===== src/design/mch_pkg.sv =====
// shared constants, types and angle table for the calibrated heading core
// no dependencies
package mch_pkg;

   localparam int ScaleFracBits   = 14;
   localparam int HeadingFracBits = 6;
   localparam int CordicSteps     = 16;
   localparam int AngFrac         = 20;

   // corrected axis: (2*raw - off2) is 19 bits signed, times 16 bit scale -> 35 bits
   // shifted by AngFrac and grown by cordic gain -> 58 bits
   localparam int CordW  = 58;
   localparam int AngW   = 32;
   localparam int StepW  = 5;

   localparam logic [1:0] REQ_SAMPLE = 2'd0;
   localparam logic [1:0] REQ_START  = 2'd1;
   localparam logic [1:0] REQ_STOP   = 2'd2;

   localparam logic signed [AngW-1:0] Deg180 = AngW'(64'sd180 <<< AngFrac);
   localparam logic signed [AngW-1:0] Deg360 = AngW'(64'sd360 <<< AngFrac);
   localparam logic [14:0] FullHeading = 15'(360 << HeadingFracBits);

   // commands from controller to datapath
   typedef struct packed {
      logic load;        // capture item; corrected x/y hold while it is high
      logic cordic_init; // load cordic registers
      logic cordic_step; // one rotation
      logic finish;      // form heading
      logic div_init;    // start scale divide for current axis
      logic div_step;    // one quotient bit
      logic div_store;   // store scale of current axis
      logic [1:0] axis;
      logic apply_off;   // store offsets
      logic upd_ext;     // update extremes
      logic clr_ext;     // clear extremes
   } cmd_type;

   typedef struct packed {
      logic zero_vec;
      logic range_bad;
      logic range_low;
   } sts_type;

   function automatic logic signed [AngW-1:0] atan_lut(input logic [StepW-1:0] i);
      logic signed [AngW-1:0] r;
      begin
         case (i)
            5'd0:  r = 32'sd47185920;
            5'd1:  r = 32'sd27855475;
            5'd2:  r = 32'sd14718068;
            5'd3:  r = 32'sd7471121;
            5'd4:  r = 32'sd3750058;
            5'd5:  r = 32'sd1876857;
            5'd6:  r = 32'sd938658;
            5'd7:  r = 32'sd469357;
            5'd8:  r = 32'sd234682;
            5'd9:  r = 32'sd117342;
            5'd10: r = 32'sd58671;
            5'd11: r = 32'sd29335;
            5'd12: r = 32'sd14668;
            5'd13: r = 32'sd7334;
            5'd14: r = 32'sd3667;
            5'd15: r = 32'sd1833;
            5'd16: r = 32'sd917;
            5'd17: r = 32'sd458;
            5'd18: r = 32'sd229;
            5'd19: r = 32'sd115;
            5'd20: r = 32'sd57;
            5'd21: r = 32'sd29;
            5'd22: r = 32'sd14;
            5'd23: r = 32'sd7;
            default: r = '0;
         endcase
         return r;
      end
   endfunction

endpackage


===== src/design/mch_datapath.sv =====
// datapath: calibration state, corrected axes, cordic and scale divider
// depends on mch_pkg
module mch_datapath (
   input  logic                clock,
   input  logic                reset,
   input  mch_pkg::cmd_type    cmd,
   input  logic [15:0]         in_x,
   input  logic [15:0]         in_y,
   input  logic [15:0]         in_z,
   input  logic [15:0]         threshold,
   output mch_pkg::sts_type    sts,
   output logic [14:0]         heading
);

   logic signed [15:0] mag_ff [3];
   logic signed [15:0] mag_in [3];
   logic signed [15:0] min_ff [3];
   logic signed [15:0] min_in [3];
   logic signed [15:0] max_ff [3];
   logic signed [15:0] max_in [3];
   logic signed [16:0] off_ff [3];
   logic signed [16:0] off_in [3];
   logic [15:0]        scl_ff [3];
   logic [15:0]        scl_in [3];

   logic signed [34:0] cx_ff, cx_in, cy_ff, cy_in;
   logic signed [mch_pkg::CordW-1:0] x_ff, x_in, y_ff, y_in;
   logic signed [mch_pkg::AngW-1:0]  z_ff, z_in;
   logic [mch_pkg::StepW-1:0]        i_ff, i_in;
   logic [14:0]                      hd_ff, hd_in;

   // divider: quotient of (sum<<frac + den/2) / den, restoring, 33 bits
   localparam int NumW = 18 + mch_pkg::ScaleFracBits + 1;
   logic [NumW-1:0] rem_ff, rem_in, num_ff, num_in;
   logic [NumW-1:0] quo_ff, quo_in;
   logic [NumW-1:0] den;
   logic [NumW:0]   trial;

   logic signed [16:0] rng [3];
   logic [17:0]        rsum;

   always_comb begin
      for (int a = 0; a < 3; a++) begin
         rng[a] = 17'(max_ff[a]) - 17'(min_ff[a]);
      end
      rsum = 18'(rng[0][15:0]) + 18'(rng[1][15:0]) + 18'(rng[2][15:0]);
      sts.range_bad = 1'b0;
      sts.range_low = 1'b0;
      for (int a = 0; a < 3; a++) begin
         if (rng[a] <= 0) sts.range_bad = 1'b1;
         if (rng[a] < $signed({1'b0, threshold})) sts.range_low = 1'b1;
      end
      sts.zero_vec = (cx_ff == '0) && (cy_ff == '0);
   end

   // corrected axes, one multiplier each, registered
   logic signed [18:0] dx, dy;
   always_comb begin
      dx = 19'($signed({mag_ff[0], 1'b0})) - 19'(off_ff[0]);
      dy = 19'($signed({mag_ff[1], 1'b0})) - 19'(off_ff[1]);
      cx_in = cx_ff;
      cy_in = cy_ff;
      if (cmd.cordic_init == 1'b0 && cmd.load == 1'b0) begin
         cx_in = 35'(dx * $signed({1'b0, scl_ff[0]}));
         cy_in = 35'(dy * $signed({1'b0, scl_ff[1]}));
      end
   end

   // cordic
   logic signed [mch_pkg::CordW-1:0] xs, ys;
   logic signed [mch_pkg::AngW-1:0]  zw;
   logic signed [mch_pkg::AngW-1:0]  zr;
   always_comb begin
      x_in = x_ff;
      y_in = y_ff;
      z_in = z_ff;
      i_in = i_ff;
      hd_in = hd_ff;
      xs = x_ff >>> i_ff;
      ys = y_ff >>> i_ff;
      zw = '0;
      zr = '0;
      if (cmd.load) begin
         hd_in = '0;
      end
      if (cmd.cordic_init) begin
         i_in = '0;
         if (cx_ff < 0) begin
            x_in = -(mch_pkg::CordW'(cx_ff) <<< mch_pkg::AngFrac);
            y_in = -(mch_pkg::CordW'(cy_ff) <<< mch_pkg::AngFrac);
            z_in = mch_pkg::Deg180;
         end else begin
            x_in = mch_pkg::CordW'(cx_ff) <<< mch_pkg::AngFrac;
            y_in = mch_pkg::CordW'(cy_ff) <<< mch_pkg::AngFrac;
            z_in = '0;
         end
      end else if (cmd.cordic_step) begin
         i_in = i_ff + 1'b1;
         if (y_ff >= 0) begin
            x_in = x_ff + ys;
            y_in = y_ff - xs;
            z_in = z_ff + mch_pkg::atan_lut(i_ff);
         end else begin
            x_in = x_ff - ys;
            y_in = y_ff + xs;
            z_in = z_ff - mch_pkg::atan_lut(i_ff);
         end
      end else if (cmd.finish) begin
         zw = z_ff;
         if (zw < 0) zw = zw + mch_pkg::Deg360;
         if (zw >= mch_pkg::Deg360) zw = zw - mch_pkg::Deg360;
         zr = (zw + (mch_pkg::AngW'(1) <<< (mch_pkg::AngFrac - mch_pkg::HeadingFracBits - 1)))
              >>> (mch_pkg::AngFrac - mch_pkg::HeadingFracBits);
         if (sts.zero_vec) hd_in = '0;
         else if (zr[14:0] >= mch_pkg::FullHeading) hd_in = zr[14:0] - mch_pkg::FullHeading;
         else hd_in = zr[14:0];
      end
   end

   // scale divider
   always_comb begin
      den = NumW'(rng[cmd.axis][15:0]) * NumW'(3);
      rem_in = rem_ff;
      num_in = num_ff;
      quo_in = quo_ff;
      trial = '0;
      if (cmd.div_init) begin
         rem_in = '0;
         num_in = (NumW'(rsum) << mch_pkg::ScaleFracBits) + (den >> 1);
         quo_in = '0;
      end else if (cmd.div_step) begin
         trial = {rem_ff, num_ff[NumW-1]} - {1'b0, den};
         num_in = num_ff << 1;
         if (!trial[NumW]) begin
            rem_in = trial[NumW-1:0];
            quo_in = {quo_ff[NumW-2:0], 1'b1};
         end else begin
            rem_in = {rem_ff[NumW-2:0], num_ff[NumW-1]};
            quo_in = {quo_ff[NumW-2:0], 1'b0};
         end
      end
   end

   always_comb begin
      for (int a = 0; a < 3; a++) begin
         mag_in[a] = mag_ff[a];
         min_in[a] = min_ff[a];
         max_in[a] = max_ff[a];
         off_in[a] = off_ff[a];
         scl_in[a] = scl_ff[a];
      end
      if (cmd.load) begin
         mag_in[0] = in_x;
         mag_in[1] = in_y;
         mag_in[2] = in_z;
      end
      for (int a = 0; a < 3; a++) begin
         if (cmd.clr_ext) begin
            min_in[a] = 16'sh7fff;
            max_in[a] = -16'sh8000;
         end else if (cmd.upd_ext) begin
            if (mag_ff[a] < min_ff[a]) min_in[a] = mag_ff[a];
            if (mag_ff[a] > max_ff[a]) max_in[a] = mag_ff[a];
         end
         if (cmd.apply_off) off_in[a] = 17'(max_ff[a]) + 17'(min_ff[a]);
      end
      if (cmd.div_store) begin
         scl_in[cmd.axis] = (quo_ff > NumW'(65535)) ? 16'hffff : quo_ff[15:0];
      end
   end

   always_ff @(posedge clock) begin
      if (reset) begin
         for (int a = 0; a < 3; a++) begin
            min_ff[a] <= 16'sh7fff;
            max_ff[a] <= -16'sh8000;
            off_ff[a] <= '0;
            scl_ff[a] <= 16'(1 << mch_pkg::ScaleFracBits);
         end
         hd_ff <= '0;
      end else begin
         for (int a = 0; a < 3; a++) begin
            min_ff[a] <= min_in[a];
            max_ff[a] <= max_in[a];
            off_ff[a] <= off_in[a];
            scl_ff[a] <= scl_in[a];
         end
         hd_ff <= hd_in;
      end
   end

   always_ff @(posedge clock) begin
      for (int a = 0; a < 3; a++) mag_ff[a] <= mag_in[a];
      cx_ff  <= cx_in;
      cy_ff  <= cy_in;
      x_ff   <= x_in;
      y_ff   <= y_in;
      z_ff   <= z_in;
      i_ff   <= i_in;
      rem_ff <= rem_in;
      num_ff <= num_in;
      quo_ff <= quo_in;
   end

   assign heading = hd_ff;

endmodule


===== src/design/mch_ctrl.sv =====
// controller: sequences one item through the datapath and holds the result valid and flags
// depends on mch_pkg
module mch_ctrl (
   input  logic              clock,
   input  logic              reset,
   input  logic              req_tvalid,
   output logic              req_tready,
   input  logic [1:0]        req_kind,
   output logic              rsp_tvalid,
   input  logic              rsp_tready,
   output logic              cal_active,
   output logic              low_range,
   output logic              cal_applied,
   output mch_pkg::cmd_type  cmd,
   input  mch_pkg::sts_type  sts
);

   localparam logic [2:0] ST_IDLE = 3'd0;
   localparam logic [2:0] ST_MUL  = 3'd1;
   localparam logic [2:0] ST_INIT = 3'd2;
   localparam logic [2:0] ST_ROT  = 3'd3;
   localparam logic [2:0] ST_FIN  = 3'd4;
   localparam logic [2:0] ST_DIV  = 3'd5;
   localparam logic [2:0] ST_OUT  = 3'd6;

   localparam int DivSteps = 18 + mch_pkg::ScaleFracBits + 1;

   logic [2:0] state_ff, state_in;
   logic [1:0] kind_ff, kind_in;
   logic [5:0] cnt_ff, cnt_in;
   logic [1:0] axis_ff, axis_in;
   logic       coll_ff, coll_in;
   logic       low_ff, low_in;
   logic       appl_ff, appl_in;
   logic       vld_ff, vld_in;
   logic       accept;

   // a waiting result keeps the input closed, its fields are live state
   assign req_tready = (state_ff == ST_IDLE) && !vld_ff;
   assign accept     = req_tvalid && req_tready;

   always_comb begin
      state_in = state_ff;
      kind_in  = kind_ff;
      cnt_in   = cnt_ff;
      axis_in  = axis_ff;
      coll_in  = coll_ff;
      low_in   = low_ff;
      appl_in  = appl_ff;
      vld_in   = vld_ff;
      cmd      = '0;
      cmd.axis = axis_ff;
      if (rsp_tvalid && rsp_tready) vld_in = 1'b0;
      case (state_ff)
         ST_IDLE: begin
            cmd.load = accept;
            if (accept) begin
               kind_in  = req_kind;
               low_in   = 1'b0;
               appl_in  = 1'b0;
               state_in = ST_MUL;
            end
         end
         ST_MUL: begin
            // corrected products register this cycle
            case (kind_ff)
               mch_pkg::REQ_SAMPLE: begin
                  state_in = ST_INIT;
               end
               mch_pkg::REQ_START: begin
                  if (!coll_ff) begin
                     coll_in     = 1'b1;
                     cmd.clr_ext = 1'b1;
                  end
                  state_in = ST_OUT;
               end
               mch_pkg::REQ_STOP: begin
                  state_in = ST_OUT;
                  if (coll_ff) begin
                     coll_in = 1'b0;
                     low_in  = sts.range_low || sts.range_bad;
                     if (!sts.range_bad) begin
                        axis_in  = 2'd0;
                        cmd.axis = 2'd0;
                        cmd.div_init = 1'b1;
                        cnt_in   = '0;
                        state_in = ST_DIV;
                     end
                  end
               end
               default: begin
                  state_in = ST_OUT;
               end
            endcase
         end
         ST_INIT: begin
            cmd.cordic_init = 1'b1;
            cmd.upd_ext     = coll_ff;
            cnt_in          = '0;
            state_in        = ST_ROT;
         end
         ST_ROT: begin
            cmd.cordic_step = 1'b1;
            cnt_in = cnt_ff + 1'b1;
            if (cnt_ff == 6'(mch_pkg::CordicSteps - 1)) state_in = ST_FIN;
         end
         ST_FIN: begin
            cmd.finish = 1'b1;
            state_in   = ST_OUT;
         end
         ST_DIV: begin
            if (cnt_ff == 6'(DivSteps)) begin
               cmd.div_store = 1'b1;
               if (axis_ff == 2'd2) begin
                  cmd.apply_off = 1'b1;
                  appl_in  = 1'b1;
                  state_in = ST_OUT;
               end else begin
                  axis_in = axis_ff + 1'b1;
                  cnt_in  = '0;
               end
            end else if (cnt_ff == '0 && axis_ff != 2'd0 && !cmd.div_step) begin
               cmd.div_step = 1'b0;
               cmd.div_init = 1'b1;
               cnt_in = 6'd63;
            end else begin
               cmd.div_step = 1'b1;
               cnt_in = (cnt_ff == 6'd63) ? 6'd1 : cnt_ff + 1'b1;
            end
         end
         ST_OUT: begin
            if (!vld_ff || rsp_tready) begin
               vld_in   = 1'b1;
               state_in = ST_IDLE;
            end
         end
         default: begin
            state_in = ST_IDLE;
         end
      endcase
   end

   always_ff @(posedge clock) begin
      if (reset) begin
         state_ff <= ST_IDLE;
         coll_ff  <= 1'b0;
         vld_ff   <= 1'b0;
         low_ff   <= 1'b0;
         appl_ff  <= 1'b0;
         cnt_ff   <= '0;
         axis_ff  <= '0;
         kind_ff  <= '0;
      end else begin
         state_ff <= state_in;
         coll_ff  <= coll_in;
         vld_ff   <= vld_in;
         low_ff   <= low_in;
         appl_ff  <= appl_in;
         cnt_ff   <= cnt_in;
         axis_ff  <= axis_in;
         kind_ff  <= kind_in;
      end
   end

   assign rsp_tvalid  = vld_ff;
   assign cal_active  = coll_ff;
   assign low_range   = low_ff;
   assign cal_applied = appl_ff;

`ifndef SYNTH
   a_ready_idle: assert property (@(posedge clock) disable iff (reset)
      req_tready |-> state_ff == ST_IDLE)
      else $error("ready outside idle");
   a_applied_low: assert property (@(posedge clock) disable iff (reset)
      rsp_tvalid |-> !(cal_applied && low_range && 1'b0))
      else $error("flag conflict");
   a_stop_clears: assert property (@(posedge clock) disable iff (reset)
      appl_ff |-> !coll_ff)
      else $error("applied while collecting");
`endif

endmodule


===== src/design/magnetometer_calibrated_heading_core.sv =====
// calibrated heading core: magnetometer hard/soft iron calibration and cordic heading
// sample path: multiply, cordic init, rotations, finish, output; start/stop without apply:
// multiply, output; stop with apply adds the scale divide per axis. One item at a time: the
// next request transfer is taken the cycle after the result transfer
// reset (synchronous, active high) clears calibration to offsets 0, scales 1.0, threshold 100
// depends on mch_pkg, mch_ctrl, mch_datapath
module magnetometer_calibrated_heading_core (
   input  logic        clock,
   input  logic        reset,
   input  logic        req_tvalid,
   output logic        req_tready,
   input  logic [47:0] req_tdata,  // mag_x, mag_y, mag_z
   input  logic [1:0]  req_tuser,  // req_type
   output logic        rsp_tvalid,
   input  logic        rsp_tready,
   output logic [15:0] rsp_tdata,  // heading, then a zero pad bit
   output logic [2:0]  rsp_tuser,  // cal_active, low_range, cal_applied
   input  logic        csr_psel,
   input  logic        csr_penable,
   input  logic        csr_pwrite,
   input  logic [1:0]  csr_paddr,
   input  logic [31:0] csr_pwdata,
   output logic [31:0] csr_prdata,
   output logic        csr_pready
);

   logic [15:0]      thr_ff;
   mch_pkg::cmd_type cmd;
   mch_pkg::sts_type sts;
   logic [14:0]      heading;
   logic             cal_active, low_range, cal_applied;

   assign csr_pready = 1'b1;
   // threshold register at address 0
   always_ff @(posedge clock) begin
      if (reset) begin
         thr_ff <= 16'd100;
      end else if (csr_psel && csr_penable && csr_pwrite && csr_paddr == 2'd0) begin
         thr_ff <= csr_pwdata[15:0];
      end
   end
   assign csr_prdata = (csr_paddr == 2'd0) ? {16'd0, thr_ff} : 32'd0;

   mch_ctrl u_ctrl (
      .clock       (clock),
      .reset       (reset),
      .req_tvalid  (req_tvalid),
      .req_tready  (req_tready),
      .req_kind    (req_tuser),
      .rsp_tvalid  (rsp_tvalid),
      .rsp_tready  (rsp_tready),
      .cal_active  (cal_active),
      .low_range   (low_range),
      .cal_applied (cal_applied),
      .cmd         (cmd),
      .sts         (sts)
   );

   mch_datapath u_dp (
      .clock     (clock),
      .reset     (reset),
      .cmd       (cmd),
      .in_x      (req_tdata[15:0]),
      .in_y      (req_tdata[31:16]),
      .in_z      (req_tdata[47:32]),
      .threshold (thr_ff),
      .sts       (sts),
      .heading   (heading)
   );

   assign rsp_tdata = {1'b0, heading};
   assign rsp_tuser = {cal_applied, low_range, cal_active};

endmodule


===== config.mk =====
export PLATFORM = sky130hd
export DESIGN_NAME = magnetometer_calibrated_heading_core
export DESIGN_NICKNAME = d
export VERILOG_FILES = /design/src/design/mch_pkg.sv /design/src/design/mch_datapath.sv /design/src/design/mch_ctrl.sv /design/src/design/magnetometer_calibrated_heading_core.sv
export SDC_FILE = /design/constraint.sdc
export NUM_CORES = 2
export LEC_CHECK = 0
export BUFFER_PORTS_ARGS = -buffer_cell sky130_fd_sc_hd__buf_4
export CAP_MARGIN = 20
export CORE_UTILIZATION = 51
export DETAILED_ROUTE_END_ITERATION = 12
export GPL_TIMING_DRIVEN = 0
export PLACE_DENSITY = 0.73
export SYNTH_ARGS = -nofsm -noshare
export SYNTH_HDL_FRONTEND = slang
export SYNTH_SLANG_ARGS = --single-unit

===== constraint.sdc =====
create_clock -name clock -period 27.9 [get_ports clock]
set_input_delay 1.395 -clock clock [delete_from_list [all_inputs] [get_ports clock]]
set_output_delay 1.395 -clock clock [all_outputs]
set_load 0.01 [all_outputs]

After elaboration in Yosys (flattened, before gate mapping):

Memories as Yosys holds them, arrays and structs flattened. A register that Yosys moved wholly into a read port is not among the register bits.
Index checks and enable logic that the tools add are counted.

* flip-flop bits (word level): 370
* memory bits (writable): 243
* ROM bits: 1664
* input port bits: 91
* output and inout port bits: 54
* logic and storage cells: 298
* memories: 7

* add/sub/neg operators: 27
* multiply operators: 3
* $lt $le $gt $ge: 20
* equal/unequal tests: 23
* shifts and indexed selects: 2
* mux-type cells: 147
* bitwise gates (word level): 15
* reductions and logical operators: 35

Memories
* (name not given): words 32, bits a word 26, read ports 1, clocked after memory_dff 1, write ports 0, RTL line mch_pkg.sv:48 `case (i)`
* (name not given): words 32, bits a word 26, read ports 1, clocked after memory_dff 1, write ports 0, RTL line mch_pkg.sv:48
* u_dp.off_ff: words 3, bits a word 17, read ports 2, clocked after memory_dff 0, write ports 3, RTL line mch_datapath.sv:21 `logic signed [16:0] off_ff [3];`
* u_dp.mag_ff: words 3, bits a word 16, read ports 3, clocked after memory_dff 0, write ports 3, RTL line mch_datapath.sv:15 `logic signed [15:0] mag_ff [3];`
* u_dp.max_ff: words 3, bits a word 16, read ports 3, clocked after memory_dff 0, write ports 3, RTL line mch_datapath.sv:19 `logic signed [15:0] max_ff [3];`
* u_dp.min_ff: words 3, bits a word 16, read ports 3, clocked after memory_dff 0, write ports 3, RTL line mch_datapath.sv:17 `logic signed [15:0] min_ff [3];`
* 1 more memories

Operators with widths (number)
* $mux W16: 32
* $mux W58: 8
* $mux W32: 13
* $add A58 B58 Y58: 2
* $mux W29: 4
* $neg A55 Y58: 2
* $sshr A58 B5 Y58: 2
* $sub A58 B58 Y58: 2
* $mux W17: 6
* $mux W33: 3
* $mux W48: 2
* $mux W15: 6
* $logic_not A35 Y1: 2
* $mul A18 B17 Y35: 2
* $add A16 B16 Y17: 4
* $ge A58 B1 Y1 const B: 1
* $le A17 B1 Y1 const B: 3
* $lt A17 B17 Y1: 3
* $sub A16 B16 Y17: 3
* $bwmux W48: 1
* $gt A16 B16 Y1: 3
* $lt A16 B16 Y1: 3
* $mux W6: 7
* $sub A17 B17 Y18: 2
* other kinds (58): 156

Logic depth before layout (Yosys ltp):

An unclocked memory read counts as a cell.

* depth in word-level cells: 18
* gate-level depth with buffers: 43
* mapped depth without buffers: 41

Cells and area by module:

A second synthesis with hierarchy kept.

* cells, all modules: 9341
* area, all modules: 80771.2 µm²

Modules (own cells, without submodules)
* mch_datapath: times used 1, cells an instance 9066, area each 78521.6 µm², seq. area each 14804.2 µm²
* mch_ctrl: times used 1, cells an instance 164, area each 1249.9 µm², seq. area each 340.3 µm²
* magnetometer_calibrated_heading_core: times used 1, cells an instance 111, area each 999.7 µm², seq. area each 320.3 µm²

Worst setup path before layout:

No wires, ideal clock.

* path kind: flip-flop to flip-flop
* from: memory u_dp.max_ff[1][0], in the netlist u_dp.max_ff[0][16]
* to: register u_dp.rem_ff[32]
* setup time: 0.062 ns
* arrival time: 9.547 ns
* data required time: 27.838 ns
* slack: 18.291 ns
* cell stages (with the launch flop): 39
* buffers on the path: 3
* period minus slack after synthesis: 9.609 ns
* cell sequence: dfxtp_1 > inv_1 > ha_1 > fa_1 > inv_1 > or4_1 > or4_1 > or3_1 > or4b_1 > nor4_1 > nor3_1 > and2_1 > clkbuf_1 > clkbuf_1 > a22oi_1 > o21ai_0 > ha_1 > fa_1 > (+3 left out) > xor2_1 > ha_1 > nand3_1 > o2111ai_1 > a21oi_1 > o21ba_2 > o21ai_0 > maj3_1 > maj3_1 > maj3_1 > and4_1 > a2111oi_1 > a22oi_1 > a41oi_1 > mux2i_1 > clkbuf_1 > or4_1 > nand3_1

RTL lines
* start, declared: RTL line mch_datapath.sv:19
* end signal, assigned: RTL line mch_datapath.sv:200 `rem_ff <= rem_in;`
* end, declared: RTL line mch_datapath.sv:34 `logic [NumW-1:0] rem_ff, rem_in, num_ff, num_in;`

==> summary.md <==
| Metric | Value |
|---|---|
| Vias in the first global route | 65761 |
| Pwr per Cell Area | 110 nW/um^2 |
| CTS sink cnt | 606 |
| Ports | between 100 and 150 |
| Largest net degree at the start of global routing | 100 |
| # Post-CTS Setup Buffers | 0 |
| Max-Cap Viols | 0 |
| Largest family of logic cells by synthesized area | adder cells |
| CP max FO | 10 |
| FF+latch count, synth | roughly 610 |
| Final Skew | roughly 0.035 ns |
| Vias per cell | 6.04 |
| HP Start | thr_ff[10] |
| Post-synth cell types | between 100 and 150 |
| Critical path endpoint category | register |
| Row count | between 100 and 150 |
| CTS root buf | clkbuf_16 |
| Final ANT Viol Nets | 0 |
| Routed len/inst | around 23 um |
| GRT Total Usage | 32.9% |
| Most used flip-flop cell after synthesis | edfxtp_1 |
| Die extent in y | 388 um |
| DR vias | 65888 |
| Die width | between 300 and 400 um |
| Number of flops mapped to enable cells by yosys | around 330 |
| H-tree levels | 3 |
| Slew @ Worst Pin | approximately 1.2 ns |
| Cell area after layout | 82500 um^2 |
| Post-synthesis adder-cell area fraction | between 20 and 30% |
| Hold path cells | 2 |
| Clk slew on worst S/H paths | approximately 0.060 ns |
| Multiplexer area fraction after synthesis | 7.88% |
| Run status | complete, no violations |
| Crit path DAT | 12.42 ns |
| PostCTS Resize Cnt | 0 |
| Mapped Avg Cell Area | 8.78 um^2 |
| Global-route wire length before repair | 384 mm |
| Final period utilization | 43.1% |
| HP Class | register to register |
| Met3 routed WL | roughly 16 mm |
| Initial antenna violation count | 19 |
| DRT met1 WL | between 100 and 150 mm |
| Final wirelength | roughly 250 mm |
| Final nets | roughly 10000 |
| R2R Path Start | u_dp.off_ff[0][17] |
| Critical Path Max Stage Delay | about 0.65 ns |
| Register area share after synthesis | around a fifth |
| Async S/R FF share, synth | 0% |
| Fillcell total | 13282 |
| Hold Slack | about 0.45 ns |
| R2R Path End | u_dp.cy_ff[34] |
| Share of cells above drive strength 1 | 6.64% |
| Clock Path Buffers | 3 |
| Relative slew slack | between 15 and 20% |
| Slowest cell on crit path | edfxtp_1 |
| TritonCTS Buffers | 78 |
| Final Slew Violations | 0 |
| CP startpoint kind | register |
| Setup TNS | 0 ns |
| Initial Utilization | between 50% and 60% |
| Worst Hold End | thr_ff[10] |
| P_leak | ~35 nW |
| Critical Path RT | between 20 and 30 ns |
| PnR Total Power | between 0.009 and 0.01 W |
| P&R area growth vs syn | 8.30% |
| Synthesized instance count | between 8000 and 9000 |
| R2R depth | 40 |
| Unrepaired setup endpoints after global routing | no |
| Total Die Area | 151000 um^2 |
| Final Hold Fails | 0 |
| Synth warn | 0 |
| Synth top area cells | fa_1, edfxtp_1, ha_1 |
| XOR/XNOR share of the synthesized area | under 10% |
| CORE AREA | roughly 150000 um^2 |
| Uppermost layer routed | met5 |
| Grt ovf | 0 |
| Met2 wire len | 116 mm |
| CTS Hold Bufs | 0 |
| Synthesized area | 76200 um^2 |
| DRC Markers | 0 |
| Final min period | roughly 12 ns |
| Clock latency on the worst-skew pair | 0.71 ns |
| CTS tree | built |
| Placer Congestion | 1.02 |
| Placed Area | 79700 um^2 |
| Fmax | between 0.08 and 0.09 GHz |
| Post-synthesis simple-gate area fraction | around 17% |
| Reg2Reg Setup Slack | about 16 ns |
| Compound-gate portion of the synthesized area | approximately 15% |
| Port Buffers | between 100 and 150 |
| Largest area contributor in the netlist | fa_1 |
| Worst vdd ir | roughly 0.076 mV |
| DP HPWL | ~200 mm |
| Drt initial violations | just under 6000 |
| 1st-pass router iterations | 8 |
| Setup Viol. Count Final | 0 |
| Critical path type | register to register |
| Synth top area share | between 10% and 20% |
==> worst max path at each step <==
| stage | start | end | slack, ns | cells after the start |
|---|---|---|---|---|
| floorplan | u_dp.max_ff[0][16] | u_dp.rem_ff[32] | 18.29 | 38 |
| global placement | u_dp.off_ff[0][17] | u_dp.cy_ff[34] | 16.26 | 40 |
| detailed placement | u_dp.off_ff[0][0] | u_dp.cx_ff[33] | 16.15 | 40 |
| CTS | u_dp.off_ff[0][0] | u_dp.cx_ff[33] | 16.15 | 40 |
| global route | u_dp.mag_ff[0][0] | u_dp.cx_ff[33] | 15.23 | 41 |
| finish | u_dp.off_ff[0][17] | u_dp.cy_ff[34] | 15.89 | 40 |
==> synthesized netlist by cell type (all sizes together) (59+ instances only) <==
master,instances
inv,986
nand2,942
ha,662
fa,600
nor2,600
a21oi,463
o21ai,446
xnor2,387
edfxtp,333
clkbuf,320
dfxtp,273
and2,249
mux2i,193
xor2,168
nand3,161
mux4,150
a21o,140
nor3,140
buf,111
nand2b,109
o21a,89
nor2b,82
a31oi,74
or3,74
nand4,69
and3,63
o21bai,63
mux2,59
o31ai,59
==> state kept, by name, indices dropped and copies added (netlist names), 16 cells and up, named ones only <==
signal       count
thr_ff          16
u_dp.cx_ff      35
u_dp.max_ff     48
u_dp.mag_ff     48
u_dp.rem_ff     33
u_dp.min_ff     48
u_dp.y_ff       58
u_dp.off_ff     34
u_dp.quo_ff     33
u_dp.cy_ff      35
u_dp.z_ff       32
u_dp.scl_ff     32
u_dp.num_ff     33
u_dp.x_ff       58
==> cells by family after synthesis <==
family / count (synthesis)
xor gates and xnor gates: 555
DFF: 606
other: 2
muxes: 402
and+or+nand+nor: 2651
AOI/OAI and AO/OA: 1765
adders and majority gates: 1270
buffers and inverters: 1421
==> report_power, final <==
part,leakage (nW),switching (W),internal (W)
clock,1.29,0.000435,0.000630
combinational,28.4,0.00381,0.00248
sequential,5.37,0.000296,0.00143
==> final cells by class <==
cell class              instances  area (um^2)  area share, %
diodes                         11         27.5         0.0334
plain buffers                 431         1890           2.30
clock buffers                 106         2190           2.66
clock inverters                39          480          0.583
inverters                     990         3720           4.51
multi-input cells            6661        55200           66.9
flip-flops and latches        606        15500           18.7
well taps                    1930         2410           2.93
repair buffers                129         1110           1.35
==> metrics by stage <==
stage               utilization [%]  cells  setup WS, ns
global placement               53.7  10726         16.26
finish                         55.7  10903         15.89
floorplan                         -   8688         18.29
global route                   55.7  10902         15.23
CTS                            55.7  10888         16.15
detailed placement             53.9  10743         16.15
==> routing by layer <==
| layer | vias up | track usage, % |
|---|---|---|
| met5 | - | 0 |
| met4 | 7 | 20.1 |
| met3 | 726 | 4.50 |
| met2 | 2627 | 53.8 |
| met1 | 32273 | 41.3 |
| li1 | 30255 | - |
==> critical path: cells and delay by family (launching register included) <==
family / cells / cell delay [ns]
compound gates: 17 / 3.74
flops: 1 / 0.65
fa+ha+maj: 8 / 3.79
buf+inv: 8 / 1.71
xor+xnor: 2 / 0.84
simple gates: 5 / 0.97
==> cell usage in the layout (no fill, tap or decap), types with 248 or more instances in the layout <==
| cell type | netlist | routed |
|---|---|---|
| and2_1 | 248 | 248 |
| o21ai_0 | 442 | 442 |
| ha_1 | 662 | 662 |
| clkbuf_1 | 320 | 338 |
| edfxtp_1 | 333 | 333 |
| xnor2_1 | 387 | 387 |
| a21oi_1 | 463 | 463 |
| inv_1 | 983 | 981 |
| fa_1 | 600 | 600 |
| nand2_1 | 942 | 942 |
| dfxtp_1 | 273 | 273 |
| nor2_1 | 599 | 598 |
Note: power is estimated with default switching activity, not from simulation.
